File: config.mk
export PLATFORM = sky130hd
export DESIGN_NAME = stepper_speed_ramp_generator_core_flat
export DESIGN_NICKNAME = d
export VERILOG_FILES = /design/src/hw/rtl/ssrg_pkg.sv /design/src/hw/rtl/ssrg_tick_if.sv /design/src/hw/rtl/ssrg_step_if.sv /design/src/hw/rtl/stepper_speed_ramp_generator_core.sv /design/src/flat_wrapper.sv
export VERILOG_INCLUDE_DIRS = /design/src /design/src/hw/rtl
export SDC_FILE = /design/constraint.sdc
export NUM_CORES = 1
export LEC_CHECK = 0
export BUFFER_PORTS_ARGS = -buffer_cell sky130_fd_sc_hd__buf_4
export CORE_MARGIN = 2
export CORE_UTILIZATION = 52
export DETAILED_ROUTE_END_ITERATION = 8
export GPL_TIMING_DRIVEN = 0
export PLACE_DENSITY = 0.72
export REMOVE_ABC_BUFFERS = 1
export SYNTH_ARGS = -nofsm -noshare
export SYNTH_HDL_FRONTEND = slang
export SYNTH_SLANG_ARGS = --single-unit
File: constraint.sdc
create_clock -name i_clk -period 4.2 [get_ports i_clk]
set_clock_uncertainty 0.05 [all_clocks]
set_input_delay 1.26 -clock i_clk [delete_from_list [all_inputs] [get_ports i_clk]]
set_output_delay 1.26 -clock i_clk [all_outputs]
set_load 0.01 [all_outputs]
File: src/hw/rtl/stepper_speed_ramp_generator_core_assert.svh
// assertion macros for the stepper speed ramp generator
// used by the core; no other dependencies
`ifndef STEPPER_SPEED_RAMP_GENERATOR_CORE_ASSERT_SVH
`define STEPPER_SPEED_RAMP_GENERATOR_CORE_ASSERT_SVH

// condition holds in the same cycle
`define SSRG_ASSERT_IMP(lbl, clk, rstn, pre, post) \
    lbl: assert property (@(posedge clk) disable iff (!rstn) (pre) |-> (post)) \
        else $error("ssrg assertion failed");

// condition holds in the following cycle
`define SSRG_ASSERT_NXT(lbl, clk, rstn, pre, post) \
    lbl: assert property (@(posedge clk) disable iff (!rstn) (pre) |=> (post)) \
        else $error("ssrg assertion failed");

`endif

File: src/hw/rtl/ssrg_pkg.sv
// package for the stepper speed ramp generator
// widths, reset values, register indexes, sequencer states and control bundle
package ssrg_pkg;

    localparam int ELAPSED_W    = 12;
    localparam int CFG_PERIOD_W = 12;
    localparam int DIVISOR_W    = 7;
    localparam int RAMP_W       = 20;
    localparam int PERIOD_W     = 16;
    localparam int CFG_IDX_W    = 3;
    localparam int CFG_DATA_W   = 20;

    localparam int TIMER_WIDTH_DEF = 32;

    localparam int CNT_W = $clog2(PERIOD_W);
    localparam logic [CNT_W-1:0] DIV_LAST = CNT_W'(PERIOD_W - 1);

    localparam logic [CFG_PERIOD_W-1:0] FAST_PERIOD_RST = 12'd40;
    localparam logic [CFG_PERIOD_W-1:0] SLOW_PERIOD_RST = 12'd900;
    localparam logic [CFG_PERIOD_W-1:0] STOP_PERIOD_RST = 12'd2400;
    localparam logic [DIVISOR_W-1:0]    ACCEL_DIV_RST   = 7'd40;
    localparam logic [DIVISOR_W-1:0]    DECEL_DIV_RST   = 7'd100;
    localparam logic [RAMP_W-1:0]       RAMP_INT_RST    = 20'd10000;

    // largest period reachable: twice the largest target less one
    localparam logic [PERIOD_W-1:0] PERIOD_BOUND = 16'd8189;

    typedef enum logic [CFG_IDX_W-1:0] {
        CFG_FAST_PERIOD = 3'd0,
        CFG_SLOW_PERIOD = 3'd1,
        CFG_STOP_PERIOD = 3'd2,
        CFG_ACCEL_DIV   = 3'd3,
        CFG_DECEL_DIV   = 3'd4,
        CFG_RAMP_INT    = 3'd5
    } t_cfg_idx;

    typedef enum logic [2:0] {
        ST_IDLE,
        ST_RAMP,
        ST_ACC,
        ST_DIV,
        ST_ADJ,
        ST_DONE
    } t_state;

    typedef struct packed {
        logic in_ready;
        logic div_load;
        logic div_acc;
        logic div_step;
        logic adj;
        logic commit;
    } t_ctrl;

endpackage

File: src/hw/rtl/ssrg_tick_if.sv
// tick request channel: elapsed microseconds and the two mode switches
// depends on ssrg_pkg
interface ssrg_tick_if import ssrg_pkg::*; ();
    logic                 valid;
    logic                 ready;
    logic [ELAPSED_W-1:0] elapsed_us;
    logic                 slow_switch;
    logic                 fast_switch;

    modport source (output valid, elapsed_us, slow_switch, fast_switch, input ready);
    modport sink   (input valid, elapsed_us, slow_switch, fast_switch, output ready);
endinterface

File: src/hw/rtl/ssrg_step_if.sv
// step result channel: pulse, driver disable, mode leds and current period
// depends on ssrg_pkg
interface ssrg_step_if import ssrg_pkg::*; ();
    logic                valid;
    logic                ready;
    logic                step_pulse;
    logic                driver_disable;
    logic                slow_led;
    logic                fast_led;
    logic [PERIOD_W-1:0] current_period;

    modport source (output valid, step_pulse, driver_disable, slow_led, fast_led,
                    current_period, input ready);
    modport sink   (input valid, step_pulse, driver_disable, slow_led, fast_led,
                    current_period, output ready);
endinterface

File: src/hw/rtl/stepper_speed_ramp_generator_core.sv
// stepper speed ramp generator core: timers, ramp sequencer and shared divider
// depends on ssrg_pkg, ssrg_tick_if, ssrg_step_if and the assertion header
//
//  channel   direction  carries
//  i_tick    in         elapsed_us, slow_switch, fast_switch
//  o_step    out        step_pulse, driver_disable, slow_led, fast_led, current_period
//  i_cfg_*   in         register writes, index 0..5
//
// a tick without a ramp update passes ST_IDLE, ST_RAMP and ST_DONE to the result register
// a ramp update adds the ST_ACC compare, and each division adds the ST_DIV steps of the
// restoring divider and one ST_ADJ adjust; deceleration and acceleration may both divide
// the single shared 16-step divider serves every division
// reset is synchronous, active low; a result waiting on o_step stalls the
// final commit, and no new tick request is taken until that commit is made
`include "stepper_speed_ramp_generator_core_assert.svh"

module stepper_speed_ramp_generator_core import ssrg_pkg::*; #(
    parameter int TIMER_WIDTH = TIMER_WIDTH_DEF
) (
    input  logic                  i_clk,
    input  logic                  i_rst_n,
    ssrg_tick_if.sink             i_tick,
    ssrg_step_if.source           o_step,
    input  logic                  i_cfg_we,
    input  logic [CFG_IDX_W-1:0]  i_cfg_index,
    input  logic [CFG_DATA_W-1:0] i_cfg_data
);

    localparam int TW1    = TIMER_WIDTH + 1;
    localparam int RCMP_W = (TIMER_WIDTH > RAMP_W) ? TIMER_WIDTH : RAMP_W;
    localparam int P1_W   = PERIOD_W + 1;

    // configuration registers
    logic [CFG_PERIOD_W-1:0] r_fast_period;
    logic [CFG_PERIOD_W-1:0] r_slow_period;
    logic [CFG_PERIOD_W-1:0] r_stop_period;
    logic [DIVISOR_W-1:0]    r_accel_div;
    logic [DIVISOR_W-1:0]    r_decel_div;
    logic [RAMP_W-1:0]       r_ramp_int;

    // architectural state
    logic [TIMER_WIDTH-1:0]  r_step_timer;
    logic [TIMER_WIDTH-1:0]  r_ramp_timer;
    logic [PERIOD_W-1:0]     r_step_period;
    logic                    r_driver_disabled;

    // per-request working registers
    t_state                  r_state;
    t_state                  n_state;
    logic [CFG_PERIOD_W-1:0] r_target;
    logic                    r_slow;
    logic                    r_fast;
    logic [PERIOD_W-1:0]     r_p;
    logic                    r_upd;

    // shared divider
    logic [PERIOD_W-1:0]     r_quo;
    logic [DIVISOR_W-1:0]    r_rem;
    logic [DIVISOR_W-1:0]    r_div;
    logic [CNT_W-1:0]        r_cnt;
    logic                    r_div_acc;

    // result register
    logic                    r_out_valid;
    logic                    r_out_pulse;
    logic                    r_out_disable;
    logic                    r_out_slow;
    logic                    r_out_fast;
    logic [PERIOD_W-1:0]     r_out_period;

    t_ctrl                   ctrl;

    logic [TW1-1:0]          step_sum;
    logic [TW1-1:0]          ramp_sum;
    logic                    ramp_hit;
    logic                    p_lt_target;
    logic                    p_gt_target;
    logic [DIVISOR_W:0]      trial;
    logic                    trial_ge;
    logic [DIVISOR_W-1:0]    div_sel;
    logic [P1_W-1:0]         grow_sum;
    logic [P1_W-1:0]         v_plus2;
    logic [P1_W-1:0]         clamp_lim;
    logic [P1_W-1:0]         shrink_dec;
    logic [P1_W-1:0]         p_ext;
    logic [PERIOD_W-1:0]     adj_p;
    logic [PERIOD_W-1:0]     per_new;
    logic                    disable_new;
    logic                    pulse_new;

    assign step_sum    = {1'b0, r_step_timer} + TW1'(i_tick.elapsed_us);
    assign ramp_sum    = {1'b0, r_ramp_timer} + TW1'(i_tick.elapsed_us);
    assign ramp_hit    = RCMP_W'(r_ramp_timer) > RCMP_W'(r_ramp_int);
    assign p_lt_target = r_p < PERIOD_W'(r_target);
    assign p_gt_target = r_p > PERIOD_W'(r_target);

    // divider step: one compare and subtract per cycle
    assign trial    = {r_rem, r_quo[PERIOD_W-1]};
    assign trial_ge = trial >= {1'b0, r_div};
    assign div_sel  = ctrl.div_acc ? r_accel_div : r_decel_div;

    // adjust after a division, r_quo holds the quotient
    assign p_ext      = {1'b0, r_p};
    assign grow_sum   = p_ext + P1_W'(r_quo) + P1_W'(1);
    assign v_plus2    = P1_W'(r_quo) + P1_W'(2);
    assign clamp_lim  = P1_W'(r_stop_period) - v_plus2;
    assign shrink_dec = P1_W'(r_quo) + P1_W'(1);

    always_comb begin
        if (r_div_acc) begin
            if (shrink_dec >= p_ext) begin
                adj_p = '0;
            end else begin
                adj_p = PERIOD_W'(p_ext - shrink_dec);
            end
        end else begin
            if (v_plus2 <= P1_W'(r_stop_period) && grow_sum > clamp_lim) begin
                adj_p = PERIOD_W'(r_stop_period);
            end else begin
                adj_p = PERIOD_W'(grow_sum);
            end
        end
    end

    assign per_new     = r_upd ? r_p : r_step_period;
    assign disable_new = r_upd ? (r_p == PERIOD_W'(r_stop_period)) : r_driver_disabled;
    assign pulse_new   = r_step_timer > TIMER_WIDTH'(per_new);

    // next state
    always_comb begin
        n_state = r_state;
        case (r_state)
            ST_IDLE: begin
                if (i_tick.valid) begin
                    n_state = ST_RAMP;
                end
            end
            ST_RAMP: begin
                if (!ramp_hit) begin
                    n_state = ST_DONE;
                end else if (p_lt_target) begin
                    n_state = ST_DIV;
                end else begin
                    n_state = ST_ACC;
                end
            end
            ST_ACC: begin
                if (p_gt_target) begin
                    n_state = ST_DIV;
                end else begin
                    n_state = ST_DONE;
                end
            end
            ST_DIV: begin
                if (r_cnt == DIV_LAST) begin
                    n_state = ST_ADJ;
                end
            end
            ST_ADJ: begin
                n_state = r_div_acc ? ST_DONE : ST_ACC;
            end
            ST_DONE: begin
                if (!r_out_valid || o_step.ready) begin
                    n_state = ST_IDLE;
                end
            end
            default: n_state = ST_IDLE;
        endcase
    end

    // sequencer outputs
    always_comb begin
        ctrl = '0;
        case (r_state)
            ST_IDLE: ctrl.in_ready = 1'b1;
            ST_RAMP: ctrl.div_load = ramp_hit && p_lt_target;
            ST_ACC: begin
                ctrl.div_load = p_gt_target;
                ctrl.div_acc  = 1'b1;
            end
            ST_DIV:  ctrl.div_step = 1'b1;
            ST_ADJ:  ctrl.adj      = 1'b1;
            ST_DONE: ctrl.commit   = !r_out_valid || o_step.ready;
            default: ctrl = '0;
        endcase
    end

    assign i_tick.ready          = ctrl.in_ready;
    assign o_step.valid          = r_out_valid;
    assign o_step.step_pulse     = r_out_pulse;
    assign o_step.driver_disable = r_out_disable;
    assign o_step.slow_led       = r_out_slow;
    assign o_step.fast_led       = r_out_fast;
    assign o_step.current_period = r_out_period;

    // configuration
    always_ff @(posedge i_clk) begin
        if (!i_rst_n) begin
            r_fast_period <= FAST_PERIOD_RST;
            r_slow_period <= SLOW_PERIOD_RST;
            r_stop_period <= STOP_PERIOD_RST;
            r_accel_div   <= ACCEL_DIV_RST;
            r_decel_div   <= DECEL_DIV_RST;
            r_ramp_int    <= RAMP_INT_RST;
        end else if (i_cfg_we) begin
            case (t_cfg_idx'(i_cfg_index))
                CFG_FAST_PERIOD: r_fast_period <= i_cfg_data[CFG_PERIOD_W-1:0];
                CFG_SLOW_PERIOD: r_slow_period <= i_cfg_data[CFG_PERIOD_W-1:0];
                CFG_STOP_PERIOD: r_stop_period <= i_cfg_data[CFG_PERIOD_W-1:0];
                CFG_ACCEL_DIV:   r_accel_div   <= i_cfg_data[DIVISOR_W-1:0];
                CFG_DECEL_DIV:   r_decel_div   <= i_cfg_data[DIVISOR_W-1:0];
                CFG_RAMP_INT:    r_ramp_int    <= i_cfg_data[RAMP_W-1:0];
                default: ;
            endcase
        end
    end

    // control and architectural state
    always_ff @(posedge i_clk) begin
        if (!i_rst_n) begin
            r_state           <= ST_IDLE;
            r_step_timer      <= '0;
            r_ramp_timer      <= '0;
            r_step_period     <= PERIOD_W'(STOP_PERIOD_RST);
            r_driver_disabled <= 1'b1;
            r_out_valid       <= 1'b0;
        end else begin
            r_state <= n_state;
            if (ctrl.in_ready && i_tick.valid) begin
                r_step_timer <= step_sum[TIMER_WIDTH] ? '1 : step_sum[TIMER_WIDTH-1:0];
                r_ramp_timer <= ramp_sum[TIMER_WIDTH] ? '1 : ramp_sum[TIMER_WIDTH-1:0];
            end
            if (ctrl.commit) begin
                r_out_valid <= 1'b1;
                if (r_upd) begin
                    r_step_period     <= r_p;
                    r_driver_disabled <= disable_new;
                    r_ramp_timer      <= '0;
                end
                if (pulse_new) begin
                    r_step_timer <= '0;
                end
            end else if (o_step.ready) begin
                r_out_valid <= 1'b0;
            end
        end
    end

    // working and payload registers
    always_ff @(posedge i_clk) begin
        if (ctrl.in_ready && i_tick.valid) begin
            r_slow <= i_tick.slow_switch;
            r_fast <= i_tick.fast_switch && !i_tick.slow_switch;
            r_p    <= r_step_period;
            if (i_tick.slow_switch) begin
                r_target <= r_slow_period;
            end else if (i_tick.fast_switch) begin
                r_target <= r_fast_period;
            end else begin
                r_target <= r_stop_period;
            end
        end
        if (r_state == ST_RAMP) begin
            r_upd <= ramp_hit;
        end
        if (ctrl.div_load) begin
            r_quo     <= r_p;
            r_rem     <= '0;
            r_cnt     <= '0;
            r_div_acc <= ctrl.div_acc;
            r_div     <= (div_sel == '0) ? DIVISOR_W'(1) : div_sel;
        end else if (ctrl.div_step) begin
            r_quo <= {r_quo[PERIOD_W-2:0], trial_ge};
            r_rem <= trial_ge ? DIVISOR_W'(trial - {1'b0, r_div}) : trial[DIVISOR_W-1:0];
            r_cnt <= r_cnt + CNT_W'(1);
        end
        if (ctrl.adj) begin
            r_p <= adj_p;
        end
        if (ctrl.commit) begin
            r_out_pulse   <= pulse_new;
            r_out_disable <= disable_new;
            r_out_slow    <= r_slow;
            r_out_fast    <= r_fast;
            r_out_period  <= per_new;
        end
    end

    `SSRG_ASSERT_NXT(a_div_ends, i_clk, i_rst_n,
        r_state == ST_DIV && r_cnt == DIV_LAST, r_state == ST_ADJ)
    `SSRG_ASSERT_IMP(a_period_bound, i_clk, i_rst_n,
        1'b1, r_step_period <= PERIOD_BOUND)
    `SSRG_ASSERT_NXT(a_disable_match, i_clk, i_rst_n, ctrl.commit && r_upd,
        r_out_disable == (r_step_period == PERIOD_W'(r_stop_period)))
    `SSRG_ASSERT_NXT(a_pulse_clears, i_clk, i_rst_n,
        ctrl.commit && pulse_new, r_step_timer == '0 && r_out_pulse)

endmodule
File: src/flat_wrapper.sv
// flat-port wrapper written by rule: the top's interface ports become plain ports
module stepper_speed_ramp_generator_core_flat import ssrg_pkg::*;
#(
    parameter int TIMER_WIDTH = TIMER_WIDTH_DEF
)
  (i_clk, i_rst_n, i_cfg_we, i_cfg_index, i_cfg_data, i_tick_valid, i_tick_elapsed_us, i_tick_slow_switch, i_tick_fast_switch, i_tick_ready, o_step_valid, o_step_step_pulse, o_step_driver_disable, o_step_slow_led, o_step_fast_led, o_step_current_period, o_step_ready);
  ssrg_tick_if i_tick_i ();
  ssrg_step_if o_step_i ();
  input  logic i_clk;
  input  logic i_rst_n;
  input  logic i_cfg_we;
  input  logic [CFG_IDX_W-1:0] i_cfg_index;
  input  logic [CFG_DATA_W-1:0] i_cfg_data;
  input wire logic [$bits(i_tick_i.valid)-1:0] i_tick_valid;
  input wire logic [$bits(i_tick_i.elapsed_us)-1:0] i_tick_elapsed_us;
  input wire logic [$bits(i_tick_i.slow_switch)-1:0] i_tick_slow_switch;
  input wire logic [$bits(i_tick_i.fast_switch)-1:0] i_tick_fast_switch;
  output wire logic [$bits(i_tick_i.ready)-1:0] i_tick_ready;
  output wire logic [$bits(o_step_i.valid)-1:0] o_step_valid;
  output wire logic [$bits(o_step_i.step_pulse)-1:0] o_step_step_pulse;
  output wire logic [$bits(o_step_i.driver_disable)-1:0] o_step_driver_disable;
  output wire logic [$bits(o_step_i.slow_led)-1:0] o_step_slow_led;
  output wire logic [$bits(o_step_i.fast_led)-1:0] o_step_fast_led;
  output wire logic [$bits(o_step_i.current_period)-1:0] o_step_current_period;
  input wire logic [$bits(o_step_i.ready)-1:0] o_step_ready;
  assign i_tick_i.valid = i_tick_valid;
  assign i_tick_i.elapsed_us = i_tick_elapsed_us;
  assign i_tick_i.slow_switch = i_tick_slow_switch;
  assign i_tick_i.fast_switch = i_tick_fast_switch;
  assign i_tick_ready = i_tick_i.ready;
  assign o_step_valid = o_step_i.valid;
  assign o_step_step_pulse = o_step_i.step_pulse;
  assign o_step_driver_disable = o_step_i.driver_disable;
  assign o_step_slow_led = o_step_i.slow_led;
  assign o_step_fast_led = o_step_i.fast_led;
  assign o_step_current_period = o_step_i.current_period;
  assign o_step_i.ready = o_step_ready;
  stepper_speed_ramp_generator_core #(.TIMER_WIDTH(TIMER_WIDTH)) u_core (.i_clk(i_clk), .i_rst_n(i_rst_n), .i_tick(i_tick_i), .o_step(o_step_i), .i_cfg_we(i_cfg_we), .i_cfg_index(i_cfg_index), .i_cfg_data(i_cfg_data));
endmodule
==> summary.md <==
| Metric | Value |
|---|---|
| Clk slew on worst S/H paths | 0.06 ns |
| CP Class | reg -> reg |
| Diode count | 0 |
| Routed Antenna Nets | 0 |
| Via count of the routed design | 13560 |
| Fraction of layout cells with a size suffix above 1 | 12.34% |
| Final hold violation count | 0 |
| Setup violators final | 16 |
| Slew HR | 10.21% |
| Least-Margin Pin Slew | 1.347 ns |
| Failing checks | setup timing |
| Final-layout fill cell count | 2593 |
| Worst Hold Slack | 0.3732 ns |
| First-pass DRT Iterations | 5 |
| HP Class | reg -> reg |
| PortBufs | 63 |
| DIE AREA | 32070 µm² |
| Setup WS pre-CTS | -1.289 ns |
| Vias in the first global route | 12870 |
| Max-cap violation count | 0 |
| Syn Area/Cell | 8.801 µm² |
| Io pins | 64 |
| Status | finished, violations left |
| Pwr/cell area | 368.5 nW/µm² |
| Synth Area in Adders | 13.08% |
| Post-DP Area | 16720 µm² |
| Fin crit period | 4.708 ns |
| Most common cell after layout, fill and taps aside | nand2_1 |
| Worst R2R Path Depth | 22 |
| WL final | 40930 µm |
| Initial DRC count | 959 |
| Most frequent cells in the layout | nand2_1 (242), dfxtp_1 (165), ha_1 (154) |
| Max FO, Critical Path | 6 |
| Number of remaining DRC errors | 0 |
| Sequential share of the synthesized area | 34.98% |
| Crit end category | register |
| Site Rows | 64 |
| Cells on Worst Hold Path | 0 |
| First-pass GRT wire length | 65830 µm |
| Startpoint Class | register |
| Cell area after layout | 18330 µm² |
| Initial antenna violation count | 0 |
| Synth Cell Area | 15940 µm² |
| RSZ-0062 raised after global routing | true |
| WL per Instance | 17.80 µm |
| Congestion Overflow GR | 0 |
| Worst skew pair latency | 0.54 ns |
| Total track usage | 25.54% |
| Number of clock sinks | 241 |
| Clock buffer count from CTS | 26 |
| Max Slew Vio Count | 0 |
| Layout area overhead | 14.99% |
| HPWL Detailed | 29470 µm |
| Tcrit/Tclk final | 112.1% |
| Largest family of logic cells by synthesized area | compound AO/OA/AOI/OAI gates |
| Die X | 179.1 µm |
| DIE HEIGHT | 179.1 µm |
| H-tree depth | 1 |
| Nets | 2089 |
| Core ar. | 30350 µm² |
| Vias/cell | 5.895 |
| Post-Syn Instances | 1811 |
| Setup_tns | -7.377 ns |
| Ys flop type | dfxtp_1 |
| CTS tree | yes |
| Synth Area in Compound Gates | 18.21% |
| Post-synth cell types | 76 |
| FFs w/ async S/R, synth | 0% |
| Setup ws final | -0.5080 ns |
| RePlAce Congestion | 0.8795 |
| YS warnings | 0 |
| Largest net degree at the start of global routing | 95 |
| Hold_buf cts | 0 |
| Post-synthesis register bit count | 241 |
| Post-synthesis xor/xnor area fraction | 6.154% |
| Multiplexer share of the synthesized area | 4.985% |
| Fmax | 212.4 MHz |
| Peak supply drop | 0.3152 mV |
| WP data arrival | 4.94 ns |
| Post-Synth Simple-Gate Area | 17.60% |
| Worst R2R Setup Slack | -0.51 ns |
| Clk buf depth | 3 |
| Leakage | 7.731 nW |
| EDFF count, synth | 75 |
| CTS root buf | clkbuf_16 |
| Req. time, crit path | 4.43 ns |
| Initial Util | 52.52% |
## synthesized netlist by cell type, types with 6 or more instances
library cell  instances  area (µm²)
o2bb2ai_1             6       52.55
or2_2                 6       37.54
and3_1               21       131.4
o21ai_0              70       350.3
nand3_1              50       250.2
o2111ai_1             8       70.07
a31oi_1              22       137.6
inv_1               133       499.2
xor2_1               58       508.0
o221ai_1              8       70.07
o31a_1                6       52.55
nand2_1             243       912.1
nand2b_1             20       125.1
and4_1               16       140.1
a21oi_1              96       480.5
dfxtp_1             166        3323
nor2b_1              32       200.2
ha_1                157        1964
edfxtp_1             75        2252
fa_1                  6       120.1
o21a_1               12       90.09
o21ai_1               6       30.03
a21boi_0             53       397.9
nor4_1               16       100.1
nor3_1               30       150.1
a21o_1               34       255.2
xnor2_1              54       473.0
a311oi_1             13       113.9
o211a_1              13       130.1
o21bai_1              7       52.55
o211ai_1             13       97.59
nand4_1              28       175.2
mux2_2               19       214.0
clkbuf_1             54       202.7
nor2_1              101       379.1
a221o_1               6       60.06
mux2i_1              58       580.6
a211oi_1             14       105.1
## kinds of logic (layout without fill, tap and decap cells)
logic type                 after synthesis  after routing
adders and majority gates              163            163
DFF                                    241            241
AOI/OAI and AO/OA                      427            427
buffers and inverters                  201            294
and+or+nand+nor                        590            590
muxes                                   77             77
xor gates and xnor gates               112            112
## metal layers
metal  vias to the layer above  global-route usage [%]  wire length (µm)
met5                         -                       0                 0
met4                         0                   7.961              1287
met3                        94                   2.863              1998
met2                       351                   43.14             19230
met1                      6445                   34.22             18420
li1                       6669                       -                 -
## worst paths after layout
path / to / start
worst max-delay path: u_core.r_p[0]$_DFFE_PP_ / u_core.r_quo[2]$_DFFE_PP_
worst min-delay path: u_core.o_step.slow_led$_DFFE_PP_ / u_core.r_slow$_DFFE_PP_
worst max register to register: u_core.r_p[0]$_DFFE_PP_ / u_core.r_quo[2]$_DFFE_PP_
worst min register to register: u_core.o_step.slow_led$_DFFE_PP_ / u_core.r_slow$_DFFE_PP_
## flip-flops by register name, summed over array words and instances, names as in the netlist, 3 cells and up
| name | count |
|---|---|
| u_core.r_decel_div | 7 |
| u_core.r_stop_period | 12 |
| u_core.r_target | 12 |
| u_core.r_rem | 7 |
| u_core.r_ramp_timer | 32 |
| u_core.r_accel_div | 7 |
| u_core.r_fast_period | 12 |
| u_core.r_ramp_int | 20 |
| u_core.r_step_period | 16 |
| u_core.r_p | 16 |
| u_core.r_step_timer | 32 |
| u_core.r_quo | 16 |
| u_core.r_state | 3 |
| u_core.r_div | 7 |
| u_core.r_cnt | 4 |
| u_core.r_slow_period | 12 |
| u_core.o_step.current_period | 16 |
## worst max-delay path: stages, from the launching register on
cell,delay [ns]
edfxtp_1,0.46
ha_4,0.22
and3_4,0.20
nand3_4,0.11
nor2_4,0.04
xnor2_1,0.12
ha_1,0.35
buf_4,0.17
a21oi_4,0.16
o21ai_1,0.09
a21o_1,0.20
buf_4,0.14
a21oi_1,0.17
xor2_1,0.09
ha_1,0.30
nand4_1,0.14
nor4_2,0.33
o21ai_1,0.13
nand3_1,0.11
o2111a_4,0.27
buf_12,0.16
o21ai_2,0.06
a221o_1,0.36
## power breakdown
| group | switching (W) | internal (W) | total [W] |
|---|---|---|---|
| Combinational | 0.000974 | 0.000751 | 0.00172 |
| Sequential | 0.000160 | 0.00256 | 0.00272 |
| Clock | 0.000947 | 0.00137 | 0.00231 |
## what timing repair did
action / CTS / global route
buffers inserted: 29 / 15
pin swaps: 27 / 2
gates resized for setup: 49 / 22
cloned: 0 / 0
setup endpoints to repair: 32 / 55
## cell type report
class                           instances  area [µm²]  area share, %
Timing Repair Buffer                  113       933.4          5.093
Clock buffer                           40       837.1          4.567
Sequential cell                       241        5577          30.43
Clock inverter                          8       37.54         0.2048
Multi-Input combinational cell       1369        9945          54.26
Inverter                              133       504.2          2.751
Tap cell                              396       495.5          2.703
## stage by stage
step           power, W  std cells  util [%]
6_report       0.006755       2300     60.39
5_1_grt        0.007099       2300     60.39
4_1_cts        0.006714       2285     59.57
3_5_place_dp   0.004321       2208     55.10
3_3_place_gp   0.004262       2202     54.73
2_1_floorplan  0.003859       1743         -
No activity file was read; power rests on OpenSTA's default activity.
